[config.mk]
export PLATFORM = sky130hd
export DESIGN_NAME = ring_record_placer_core
export DESIGN_NICKNAME = d
export VERILOG_FILES = /design/src/rrp_pkg.sv /design/src/ring_record_placer_core.sv /design/src/rrp_front.sv /design/src/rrp_queue.sv /design/src/rrp_back.sv
export SDC_FILE = /design/constraint.sdc
export NUM_CORES = 2
export LEC_CHECK = 0
export ABC_AREA = 1
export ABC_CLOCK_PERIOD_IN_PS = 59700
export BUFFER_PORTS_ARGS = -buffer_cell sky130_fd_sc_hd__buf_2
export CORE_MARGIN = 3
export CORE_UTILIZATION = 45
export CTS_BUF_LIST = sky130_fd_sc_hd__clkbuf_8
export DETAILED_ROUTE_END_ITERATION = 12
export GPL_TIMING_DRIVEN = 0
export SKIP_LAST_GASP = 1
export SLEW_MARGIN = 5
export SYNTH_ARGS = -nofsm -noshare
export SYNTH_HDL_FRONTEND = slang
export SYNTH_HIERARCHICAL = 1
export SYNTH_SLANG_ARGS = --single-unit
[constraint.sdc]
create_clock -name clk_i -period 59.7 [get_ports clk_i]
set_input_delay 11.94 -clock clk_i [delete_from_list [all_inputs] [get_ports clk_i]]
set_output_delay 11.94 -clock clk_i [all_outputs]
set_load 0.01 [all_outputs]
[src/rrp_pkg.sv]
// Shared types, constants and helpers for the ring record placer.
package rrp_pkg;

  localparam int unsigned HEADER_BYTES  = 24;
  localparam int unsigned ALIGN_BYTES   = 8;
  localparam int unsigned ALIGN_LOG2    = $clog2(ALIGN_BYTES);
  localparam int unsigned LEN_IN_W      = 24;
  localparam int unsigned LEN_IN_MAX    = (1 << LEN_IN_W) - 1;
  localparam int unsigned RAW_W         =
      $clog2(HEADER_BYTES + 2 * LEN_IN_MAX + ALIGN_BYTES);
  localparam int unsigned RING_LOG2_W   = 5;
  localparam int unsigned RING_LOG2_MIN = 16;
  localparam int unsigned RING_LOG2_MAX = 30;
  localparam int unsigned RING_LOG2_RST = 16;
  localparam int unsigned SIZE_W        = RING_LOG2_MAX + 1;
  localparam int unsigned OFF_W         = RING_LOG2_MAX;
  localparam int unsigned TOT_W         = SIZE_W + 1;
  localparam int unsigned QUEUE_DEPTH   = 2;
  localparam int unsigned CFG_IDX_W     = 4;
  localparam int unsigned CFG_DATA_W    = 16;

  typedef enum logic [CFG_IDX_W-1:0] {
    CFG_RING_SIZE_LOG2 = 4'd0,
    CFG_WRAP_TYPE      = 4'd1
  } rrp_cfg_idx_e;

  typedef enum logic [2:0] {
    ST_RECORD        = 3'd0,
    ST_WRAP_PAD      = 3'd1,
    ST_DROP_OVERSIZE = 3'd2,
    ST_DROP_BAD_RP   = 3'd3,
    ST_DROP_FULL     = 3'd4
  } rrp_status_e;

  typedef struct packed {
    logic [15:0]         rec_type;
    logic [15:0]         rec_flags;
    logic [LEN_IN_W-1:0] payload_len;
    logic [LEN_IN_W-1:0] data_len;
    logic [63:0]         read_pos;
    logic [62:0]         timestamp;
  } rrp_req_t;

  typedef struct packed {
    rrp_status_e       status;
    logic [OFF_W-1:0]  offset;
    logic [SIZE_W-1:0] length;
    logic [15:0]       hdr_type;
    logic [15:0]       hdr_flags;
    logic [63:0]       sequence_res;
    logic [62:0]       stamp;
    logic [SIZE_W-1:0] zero_fill;
    logic [63:0]       write_pos;
    logic [63:0]       dropped_records;
    logic [63:0]       dropped_bytes;
    logic              last;
  } rrp_res_t;

  // Classified request as handed from front to back.
  typedef struct packed {
    logic [15:0]      rec_type;
    logic [15:0]      rec_flags;
    logic [63:0]      read_pos;
    logic [62:0]      timestamp;
    logic [RAW_W-1:0] raw;
    logic [RAW_W-1:0] rec;
    logic             oversize;
  } rrp_job_t;

  // Placement figures worked out against the current write position.
  typedef struct packed {
    rrp_job_t          job;
    logic              bad_rp;
    logic [SIZE_W-1:0] avail;
    logic [OFF_W-1:0]  off;
    logic [SIZE_W-1:0] rec_fin;
    logic [SIZE_W-1:0] pad;
    logic [TOT_W-1:0]  total;
  } rrp_eval_t;

  function automatic logic [SIZE_W-1:0] ring_size(input logic [RING_LOG2_W-1:0] lg);
    logic [RING_LOG2_W-1:0] c;
    c = lg;
    if (lg < RING_LOG2_W'(RING_LOG2_MIN)) c = RING_LOG2_W'(RING_LOG2_MIN);
    if (lg > RING_LOG2_W'(RING_LOG2_MAX)) c = RING_LOG2_W'(RING_LOG2_MAX);
    return SIZE_W'(1) << c;
  endfunction

endpackage

[src/ring_record_placer_core.sv]
// Ring record placer: configuration registers, front end, request queue, back end.
// Path: a request passes through the request queue, the back end's evaluation register
// and its output register before its result is valid.
// Flow: the back end takes no new request until it has decided the last one; it first
// measures a request against the write position, then decides and updates it.
// Reset: asynchronous, clears ring state and counters; ring size log2 resets to 16.
module ring_record_placer_core #(
  parameter int unsigned QueueDepth = rrp_pkg::QUEUE_DEPTH
) (
  input  logic                          clk_i,
  input  logic                          rst_ni,
  input  logic                          in_valid_i,
  output logic                          in_stall_o,
  input  rrp_pkg::rrp_req_t             in_req_i,
  output logic                          out_valid_o,
  input  logic                          out_stall_i,
  output rrp_pkg::rrp_res_t             out_res_o,
  input  logic                          cfg_valid_i,
  output logic                          cfg_ready_o,
  input  logic [rrp_pkg::CFG_IDX_W-1:0] cfg_index_i,
  input  logic [rrp_pkg::CFG_DATA_W-1:0] cfg_data_i
);
  import rrp_pkg::*;

  logic [RING_LOG2_W-1:0] ring_lg_q;
  logic [15:0]            wrap_type_q;
  logic [SIZE_W-1:0]      size;
  logic                   q_full, q_valid, push, pop;
  rrp_job_t               job_in, job_out;

  assign cfg_ready_o = 1'b1;
  assign size        = ring_size(ring_lg_q);

  always_ff @(posedge clk_i or negedge rst_ni) begin
    if (!rst_ni) begin
      ring_lg_q   <= RING_LOG2_W'(RING_LOG2_RST);
      wrap_type_q <= '0;
    end else if (cfg_valid_i) begin
      case (cfg_index_i)
        CFG_RING_SIZE_LOG2: ring_lg_q   <= cfg_data_i[RING_LOG2_W-1:0];
        CFG_WRAP_TYPE:      wrap_type_q <= cfg_data_i[15:0];
        default: ;
      endcase
    end
  end

  rrp_front u_front (
    .in_valid_i (in_valid_i),
    .in_stall_o (in_stall_o),
    .in_req_i   (in_req_i),
    .size_i     (size),
    .q_full_i   (q_full),
    .push_o     (push),
    .job_o      (job_in)
  );

  rrp_queue #(
    .Depth (QueueDepth),
    .Width ($bits(rrp_job_t))
  ) u_queue (
    .clk_i   (clk_i),
    .rst_ni  (rst_ni),
    .push_i  (push),
    .data_i  (job_in),
    .full_o  (q_full),
    .valid_o (q_valid),
    .pop_i   (pop),
    .data_o  (job_out)
  );

  rrp_back u_back (
    .clk_i       (clk_i),
    .rst_ni      (rst_ni),
    .job_valid_i (q_valid),
    .job_i       (job_out),
    .pop_o       (pop),
    .size_i      (size),
    .wrap_type_i (wrap_type_q),
    .out_valid_o (out_valid_o),
    .out_stall_i (out_stall_i),
    .out_res_o   (out_res_o)
  );

endmodule

[src/rrp_front.sv]
// Front end: accepts requests, sizes and aligns the record, flags oversize.
module rrp_front (
  input  logic                     in_valid_i,
  output logic                     in_stall_o,
  input  rrp_pkg::rrp_req_t        in_req_i,
  input  logic [rrp_pkg::SIZE_W-1:0] size_i,
  input  logic                     q_full_i,
  output logic                     push_o,
  output rrp_pkg::rrp_job_t        job_o
);
  import rrp_pkg::*;

  logic [RAW_W-1:0] raw;
  logic [RAW_W-1:0] rec;

  assign in_stall_o = q_full_i;
  assign push_o     = in_valid_i && !q_full_i;

  always_comb begin
    raw = RAW_W'(HEADER_BYTES) + RAW_W'(in_req_i.payload_len) + RAW_W'(in_req_i.data_len);
    rec = ((raw + RAW_W'(ALIGN_BYTES - 1)) >> ALIGN_LOG2) << ALIGN_LOG2;
    job_o.rec_type  = in_req_i.rec_type;
    job_o.rec_flags = in_req_i.rec_flags;
    job_o.read_pos  = in_req_i.read_pos;
    job_o.timestamp = in_req_i.timestamp;
    job_o.raw       = raw;
    job_o.rec       = rec;
    job_o.oversize  = SIZE_W'(rec) > size_i;
  end

endmodule

[src/rrp_queue.sv]
// Short request queue between the front and the back end.
module rrp_queue #(
  parameter int unsigned Depth = rrp_pkg::QUEUE_DEPTH,
  parameter int unsigned Width = $bits(rrp_pkg::rrp_job_t)
) (
  input  logic             clk_i,
  input  logic             rst_ni,
  input  logic             push_i,
  input  logic [Width-1:0] data_i,
  output logic             full_o,
  output logic             valid_o,
  input  logic             pop_i,
  output logic [Width-1:0] data_o
);
  localparam int unsigned PtrW = $clog2(Depth);
  localparam int unsigned CntW = $clog2(Depth + 1);

  logic [Width-1:0] mem_q [Depth];
  logic [PtrW-1:0]  wr_ptr_q, wr_ptr_d, rd_ptr_q, rd_ptr_d;
  logic [CntW-1:0]  cnt_q, cnt_d;
  logic             do_push, do_pop;

  assign full_o  = cnt_q == CntW'(Depth);
  assign valid_o = cnt_q != '0;
  assign data_o  = mem_q[rd_ptr_q];
  assign do_push = push_i && !full_o;
  assign do_pop  = pop_i && valid_o;

  always_comb begin
    wr_ptr_d = wr_ptr_q;
    rd_ptr_d = rd_ptr_q;
    cnt_d    = cnt_q;
    if (do_push) begin
      wr_ptr_d = (wr_ptr_q == PtrW'(Depth - 1)) ? '0 : wr_ptr_q + PtrW'(1);
    end
    if (do_pop) begin
      rd_ptr_d = (rd_ptr_q == PtrW'(Depth - 1)) ? '0 : rd_ptr_q + PtrW'(1);
    end
    if (do_push && !do_pop) cnt_d = cnt_q + CntW'(1);
    else if (!do_push && do_pop) cnt_d = cnt_q - CntW'(1);
  end

  always_ff @(posedge clk_i or negedge rst_ni) begin
    if (!rst_ni) begin
      wr_ptr_q <= '0;
      rd_ptr_q <= '0;
      cnt_q    <= '0;
    end else begin
      wr_ptr_q <= wr_ptr_d;
      rd_ptr_q <= rd_ptr_d;
      cnt_q    <= cnt_d;
    end
  end

  always_ff @(posedge clk_i) begin
    if (do_push) mem_q[wr_ptr_q] <= data_i;
  end

endmodule

[src/rrp_back.sv]
// Back end: checks space against the ring state, places records, emits headers.
module rrp_back (
  input  logic                       clk_i,
  input  logic                       rst_ni,
  input  logic                       job_valid_i,
  input  rrp_pkg::rrp_job_t          job_i,
  output logic                       pop_o,
  input  logic [rrp_pkg::SIZE_W-1:0] size_i,
  input  logic [15:0]                wrap_type_i,
  output logic                       out_valid_o,
  input  logic                       out_stall_i,
  output rrp_pkg::rrp_res_t          out_res_o
);
  import rrp_pkg::*;

  logic [63:0] wp_q, wp_d, seq_q, seq_d, drop_cnt_q, drop_cnt_d, drop_bytes_q, drop_bytes_d;
  rrp_eval_t   ev_q, ev_d;
  logic        ev_valid_q, ev_valid_d;
  rrp_res_t    out_q, out_d, pend_q, pend_d;
  logic        out_valid_q, out_valid_d, pend_valid_q, pend_valid_d;

  logic              eval_load, decide, out_free;
  logic [64:0]       diff;
  logic [SIZE_W-1:0] mask, contig, tail, rec_ext;
  logic [OFF_W-1:0]  off;
  logic              fits, absorb;

  logic              full, dropped, wrap;
  rrp_status_e       drop_status;
  logic [SIZE_W-1:0] drop_len, rec_orig;
  rrp_res_t          drop_res, pad_res, rec_res;

  assign out_free  = !out_valid_q || !out_stall_i;
  assign eval_load = job_valid_i && !ev_valid_q;
  assign decide    = ev_valid_q && !pend_valid_q && out_free;
  assign pop_o     = eval_load;

  // First half: measure the head request against the current write position.
  always_comb begin
    diff    = {1'b0, wp_q} - {1'b0, job_i.read_pos};
    mask    = size_i - SIZE_W'(1);
    off     = wp_q[OFF_W-1:0] & mask[OFF_W-1:0];
    contig  = size_i - SIZE_W'(off);
    rec_ext = SIZE_W'(job_i.rec);
    fits    = rec_ext <= contig;
    tail    = contig - rec_ext;
    absorb  = fits && (tail != '0) && (tail < SIZE_W'(HEADER_BYTES));

    ev_d.job     = job_i;
    ev_d.bad_rp  = diff[64] || (|diff[63:SIZE_W]) || (diff[SIZE_W-1:0] > size_i);
    ev_d.avail   = size_i - diff[SIZE_W-1:0];
    ev_d.off     = off;
    ev_d.rec_fin = absorb ? contig : rec_ext;
    ev_d.pad     = fits ? '0 : contig;
    ev_d.total   = TOT_W'(fits ? '0 : contig) + TOT_W'(absorb ? contig : rec_ext);
  end

  // Second half: decide drop or placement and build the results.
  always_comb begin
    full     = TOT_W'(ev_q.avail) < ev_q.total;
    dropped  = ev_q.job.oversize || ev_q.bad_rp || full;
    wrap     = ev_q.pad != '0;
    rec_orig = SIZE_W'(ev_q.job.rec);

    if (ev_q.job.oversize) begin
      drop_status = ST_DROP_OVERSIZE;
      drop_len    = rec_orig;
    end else if (ev_q.bad_rp) begin
      drop_status = ST_DROP_BAD_RP;
      drop_len    = rec_orig;
    end else begin
      drop_status = ST_DROP_FULL;
      drop_len    = ev_q.total[SIZE_W-1:0];
    end

    drop_res                 = '0;
    drop_res.status          = drop_status;
    drop_res.length          = drop_len;
    drop_res.write_pos       = wp_q;
    drop_res.dropped_records = drop_cnt_q + 64'd1;
    drop_res.dropped_bytes   = drop_bytes_q + 64'(drop_len);
    drop_res.last            = 1'b1;

    pad_res.status          = ST_WRAP_PAD;
    pad_res.offset          = ev_q.off;
    pad_res.length          = ev_q.pad;
    pad_res.hdr_type        = wrap_type_i;
    pad_res.hdr_flags       = '0;
    pad_res.sequence_res    = seq_q + 64'd1;
    pad_res.stamp           = ev_q.job.timestamp;
    pad_res.zero_fill       = '0;
    pad_res.write_pos       = wp_q + 64'(ev_q.pad);
    pad_res.dropped_records = drop_cnt_q;
    pad_res.dropped_bytes   = drop_bytes_q;
    pad_res.last            = 1'b0;

    rec_res.status          = ST_RECORD;
    rec_res.offset          = wrap ? '0 : ev_q.off;
    rec_res.length          = ev_q.rec_fin;
    rec_res.hdr_type        = ev_q.job.rec_type;
    rec_res.hdr_flags       = ev_q.job.rec_flags;
    rec_res.sequence_res    = seq_q + (wrap ? 64'd2 : 64'd1);
    rec_res.stamp           = ev_q.job.timestamp;
    rec_res.zero_fill       = ev_q.rec_fin - SIZE_W'(ev_q.job.raw);
    rec_res.write_pos       = wp_q + 64'(ev_q.total);
    rec_res.dropped_records = drop_cnt_q;
    rec_res.dropped_bytes   = drop_bytes_q;
    rec_res.last            = 1'b1;
  end

  always_comb begin
    wp_d         = wp_q;
    seq_d        = seq_q;
    drop_cnt_d   = drop_cnt_q;
    drop_bytes_d = drop_bytes_q;
    ev_valid_d   = ev_valid_q;
    out_d        = out_q;
    out_valid_d  = out_valid_q;
    pend_d       = pend_q;
    pend_valid_d = pend_valid_q;

    if (out_valid_q && !out_stall_i) out_valid_d = 1'b0;

    if (eval_load) ev_valid_d = 1'b1;

    if (decide) begin
      ev_valid_d  = 1'b0;
      out_valid_d = 1'b1;
      if (dropped) begin
        out_d        = drop_res;
        drop_cnt_d   = drop_res.dropped_records;
        drop_bytes_d = drop_res.dropped_bytes;
      end else begin
        wp_d  = rec_res.write_pos;
        seq_d = rec_res.sequence_res;
        if (wrap) begin
          // Pad goes first, hold the record header behind it.
          out_d        = pad_res;
          pend_d       = rec_res;
          pend_valid_d = 1'b1;
        end else begin
          out_d = rec_res;
        end
      end
    end else if (pend_valid_q && out_free) begin
      out_d        = pend_q;
      out_valid_d  = 1'b1;
      pend_valid_d = 1'b0;
    end
  end

  always_ff @(posedge clk_i or negedge rst_ni) begin
    if (!rst_ni) begin
      wp_q         <= '0;
      seq_q        <= '0;
      drop_cnt_q   <= '0;
      drop_bytes_q <= '0;
      ev_valid_q   <= 1'b0;
      out_valid_q  <= 1'b0;
      pend_valid_q <= 1'b0;
    end else begin
      wp_q         <= wp_d;
      seq_q        <= seq_d;
      drop_cnt_q   <= drop_cnt_d;
      drop_bytes_q <= drop_bytes_d;
      ev_valid_q   <= ev_valid_d;
      out_valid_q  <= out_valid_d;
      pend_valid_q <= pend_valid_d;
    end
  end

  always_ff @(posedge clk_i) begin
    if (eval_load) ev_q <= ev_d;
    out_q  <= out_d;
    pend_q <= pend_d;
  end

  assign out_valid_o = out_valid_q;
  assign out_res_o   = out_q;

endmodule
* Word level (Yosys, flattened, before mapping) *
Memories as Yosys holds them, arrays and structs flattened.
Index checks and enable logic that the tools add are counted.

cells by class
  add/sub/neg operators = 20
  order comparisons = 7
  equal/unequal tests = 4
  shift operators = 1
  multiplexer cells = 30
  bitwise operators = 2
  reduce and logical (&&, ||, !) cells = 39

operator list
  operator                 number
  $mux W447                3
  $mux W445                1
  $add A64 B1 Y64 const B  2
  $add A64 B31 Y64         2
  $mux W31                 4
  $sub A64 B64 Y65         1
  $add A64 B32 Y64         1
  $add A64 B64 Y64         1
  $reduce_bool A31 Y1      2
  $sub A31 B26 Y31         2
  $reduce_or A33 Y1        1
  $add A32 B32 Y32         1
  $lt A31 B32 Y1           1
  $gt A26 B31 Y1           1
  $gt A31 B31 Y1           1
  $le A26 B31 Y1           1
  $lt A31 B5 Y1 const B    1
  $shl A1 B5 Y31 const A   1
  $sub A31 B30 Y31         1
  $sub A31 B31 Y31         1
  $and A30 B30 Y30         1
  $mux W30                 1
  $sub A30 B1 Y30 const B  1
  $add A26 B24 Y26         1
  other kinds (24)         70

word-level totals
  register bits after elaboration = 1478
  memory bits (writable) = 418
  input bits = 232
  logic and storage cells = 151
  memories = 1

memories
  memory         depth  width  rd ports  clocked after Yosys merged registers in  wr ports  line             text
  u_queue.mem_q  2      209    1         0                                        1         rrp_queue.sv:18  logic [Width-1:0] mem_q [Depth];

* Logic depth before layout (Yosys ltp) *
  word-level depth = 13
  depth in mapped cells = 50
  gate-level depth less buffers = 49

* Modules after synthesis *
The synthesis kept the hierarchy.

modules (own cells, without submodules)
  module                   instances  cells an instance  area each (um2)  sequential area each (um2)
  rrp_back                 1          8819               80089.3          42335.6
  rrp_queue                1          1139               15708.8          12832.3
  rrp_front                1          807                4659.5           0.0
  ring_record_placer_core  1          136                1131.1           526.8

* Worst setup path before layout *
No wires, ideal clock.

  kind = input to register
  start = in out_stall_i
  end = reg u_back.out_q (netlist bit u_back/out_res_o[0]) (enable)
  arrival time = 33.493 ns
  data required time = 58.293 ns
  slack = 24.800 ns
  stages on the path = 3
  buffers on the path = 0
  path through = nand2_1 -> inv_1 -> a21oi_1

on the way
  word-level cells in the longest chain between the ends = 4
  elaborated cells between the ends (all ways) = 5

ends and longest elaborated chain
  item                                     line                             text
  start: declaration                       ring_record_placer_core.sv:16    input logic out_stall_i,
  $logic_not A1 Y1 (*)                     rrp_back.sv:33                   assign out_free = !out_valid_q || !out_stall_i;
  $logic_or A1 B1 Y1 (*)                   rrp_back.sv:33
  $logic_and A1 B1 Y1 (on tied branches)   rrp_back.sv:145, rrp_back.sv:35
  $reduce_bool A2 Y1 (no source line) (*)  n/a
  end signal: assignment                   rrp_back.sv:174                  out_q <= out_d;
  end: declaration                         rrp_back.sv:19                   rrp_res_t out_q, out_d, pend_q, pend_d;

Mark *: on every way between the ends. The rest lies on a longest branch, timed or not.
A chain may end at the register's enable or synchronous reset.

==> flow_summary.yaml <==
synth:
  ys_seq_elements: 1902
  mappedNetlistArea_sq_um: 101600
  synthCells: 10900
  syn_avg_cell_area_sq_um: 9.319
  synth_warnings: 6
  synth-seq-area-share: 0.5482
  async_reset_ff_frac: 0.1493
  synth_edf_count: 1618
  synth_cell_type_count: 71
  ys.flop_type: "edfxtp_1"
route:
  postRouteAntennaNets: 0
  detail_route.vias_per_cell: 5.394
  wl_mm: 368.3
  post_drt_wl_per_cell_microns: 24.23
  drcViolationCount: 0
  drt-pass1-iter-count: 8
  drtIter0Drc: 7758
  vias: 81980
critical_path:
  worstReg2RegStart: "ring_lg_q[4]"
  setup.worst_path.end_class: "register"
  path_class: "in -> reg"
  slowest_delay_ps: 370
  path_max_fanout: 6
  arrival_ps: 16430
  regToRegSetupSlack_ps: 49760
  crit_required_ps: 60390
  crit_start: "in_req_i[154]"
  start_kind: "input port"
  slowest_stage: "ha_1"
clock_network:
  cts.clk_slew.worst_paths_ps: 60
  cts_hold_buf: 0
  clk_path_buf_depth: 4
  cts_buffers: 340
  cts_tree: "yes"
  cts.sinks: 1902
  cts_setup_buffers: 0
  h-tree-depth: 5
  ctsRootBufferMaster: "clkbuf_8"
  ctsResizeCount: 0
  clock_latency_ps: 1040
timing:
  tns_ps: 0
  fin_crit_ps: 15740
  fmax_mhz: 63.52
  rsz0062_at_grt: "false"
  slew_headroom: -0.01532
  min_period_over_period: 0.2637
  tightest_slew_ps: 1523
  setup-violations-final: 0
  fin_hold_ws_ps: 415.2
  slew_violations: 22
  skew_ps: 95.55
  hold_viol: 0
power_and_ir_drop:
  irDropWorstVdd_mv: 0.03562
  p_per_area_nw_per_um2: 53.57
  p_leak_uw: 0.04969
flow_run:
  drv_cap: 3
hold_path:
  holdCritStartpoint: "u_back/drop_bytes_q[37]"
  hold_path_class: "reg -> reg"
placement:
  port_buffers: 520
  post-place-cells: 14600
  place.gp.congestion: 1.006
  place.detailed.hpwl_mm: 292.0
floorplan:
  initial_core_util: 0.4548
  core_area_sq_um: 223400
  rows: 173
  die_h_microns: 481.1
  die_x_microns: 481.1
  die_area_sq_um: 231500
  io_pins: 682
layout:
  layout.nets: 12570
  syn2layout_area_growth_pct: 14.42
  fin_cells: 15200
  final_cell_mix: "2896 x nand2_1, 1618 x edfxtp_1, 1468 x inv_1"
  fillers: 20800
  layout_commonest_cell: "nand2_1"
  drive_gt1_frac: 0.1142
global_routing:
  overflow: 0
  grt_pass1_vias: 79360
  grt_first_pass_wirelength_mm: 528.5
  grt_use_total: 0.3111
  antenna_found_initial: 21
  grt_max_degree: 98
status:
  status: "finished with violations"
  violations: "max-capacitance violations, max-slew violations"
metal layers:
metal,global-route usage,vias up,part of all wire
met5,0,-,0.00021
met2,0.4954,3281,0.46
met3,0.04754,723,0.068
met1,0.4111,39330,0.41
met4,0.1639,12,0.060
li1,-,38640,-
Yosys cell counts (all sizes together) (94+ instances only):
cell type	number	area, sq um
nor4	94	594.3
clkbuf	192	750.7
nor3	183	952.2
inv	1375	5164
a21oi	490	2482
nor2	853	3338
xor2	408	3573
edfxtp	1618	48590
dfrtp	283	7082
buf	236	1752
o21ai	722	3621
nand4	173	1082
ha	365	4567
nand3	330	1764
o211ai	176	1321
nand2	2921	11040
xnor2	103	902.1
kinds of logic after synthesis:
family,count (synthesis),synth area share
fa+ha+maj,375,0.04693
flops,1902,0.5482
compound gates,1693,0.09656
other cells,4,0.0001478
mux,3,0.0002956
simple gates,4601,0.1880
buf+inv,1812,0.07581
xor+xnor,511,0.04406
layout make-up:
class	count	area, sq um	area share
diodes	9	22.52	0.0001937
plain buffers	428	2516	0.02165
clock buffers	355	4886	0.04203
clock inverters	233	1323	0.01138
inverters	1384	5206	0.04479
multi-input cells	7318	38760	0.3335
flip-flops and latches	1902	55690	0.4791
well taps	2975	3722	0.03202
repair buffers	593	4110	0.03536
sequential cells by signal, indices dropped and copies added, names as in the netlist:
| register | cells |
|---|---|
| u_queue/cnt_q | 2 |
| u_back/out_valid_o | 1 |
| u_back/drop_cnt_q | 64 |
| u_back/out_res_o | 447 |
| u_back/drop_bytes_q | 64 |
| u_back/seq_q | 64 |
| u_back/pend_q | 443 |
| u_queue/wr_ptr_q | 1 |
| u_back/pend_valid_q | 1 |
| u_queue/rd_ptr_q | 1 |
| u_back/ev_valid_q | 1 |
| u_back/wp_q | 64 |
| u_back/ev_q | 304 |
| u_queue/mem_q | 424 |
| ring_lg_q | 5 |
| wrap_type_q | 16 |
report_power, final:
| part | internal, uW | total, uW | switching [uW] |
|---|---|---|---|
| clock | 598 | 1150 | 548 |
| combinational | 871 | 2870 | 2000 |
| sequential | 1990 | 2210 | 224 |
| total | 3460 | 6230 | 2770 |
worst max-delay path: cells and delay by family:
| kind | cells | cell delay [ps] |
|---|---|---|
| AOI/OAI and AO/OA | 1 | 90 |
| xor gates and xnor gates | 1 | 150 |
| adders and majority gates | 3 | 780 |
| buffers and inverters | 3 | 190 |
| and+or+nand+nor | 21 | 3270 |
per-stage QoR:
stage               utilization  total power, uW  cell area (sq um)  setup slack, ps
floorplan                     -             4058             102100            24800
global placement         0.4853             5245             108400            13750
detailed placement       0.4925             5052             110000            42990
CTS                      0.5203             6229             116200            44030
global route             0.5203             6613             116200            43490
finish                   0.5204             6227             116200            43960
final timing paths:
| kind | to | cells after the start |
|---|---|---|
| hold reg to reg | u_back/pend_q[38] | 0 |
| hold / removal | u_back/pend_q[38] | 0 |
| min in group asynchronous | u_back/drop_bytes_q[44] | 1 |
| setup reg to reg | u_back/ev_q[27] | 41 |
| max in group asynchronous | ring_lg_q[4] | 4 |
| setup / recovery | u_queue/mem_q[0][0] | 29 |
Power figures use the tool's default switching activity.
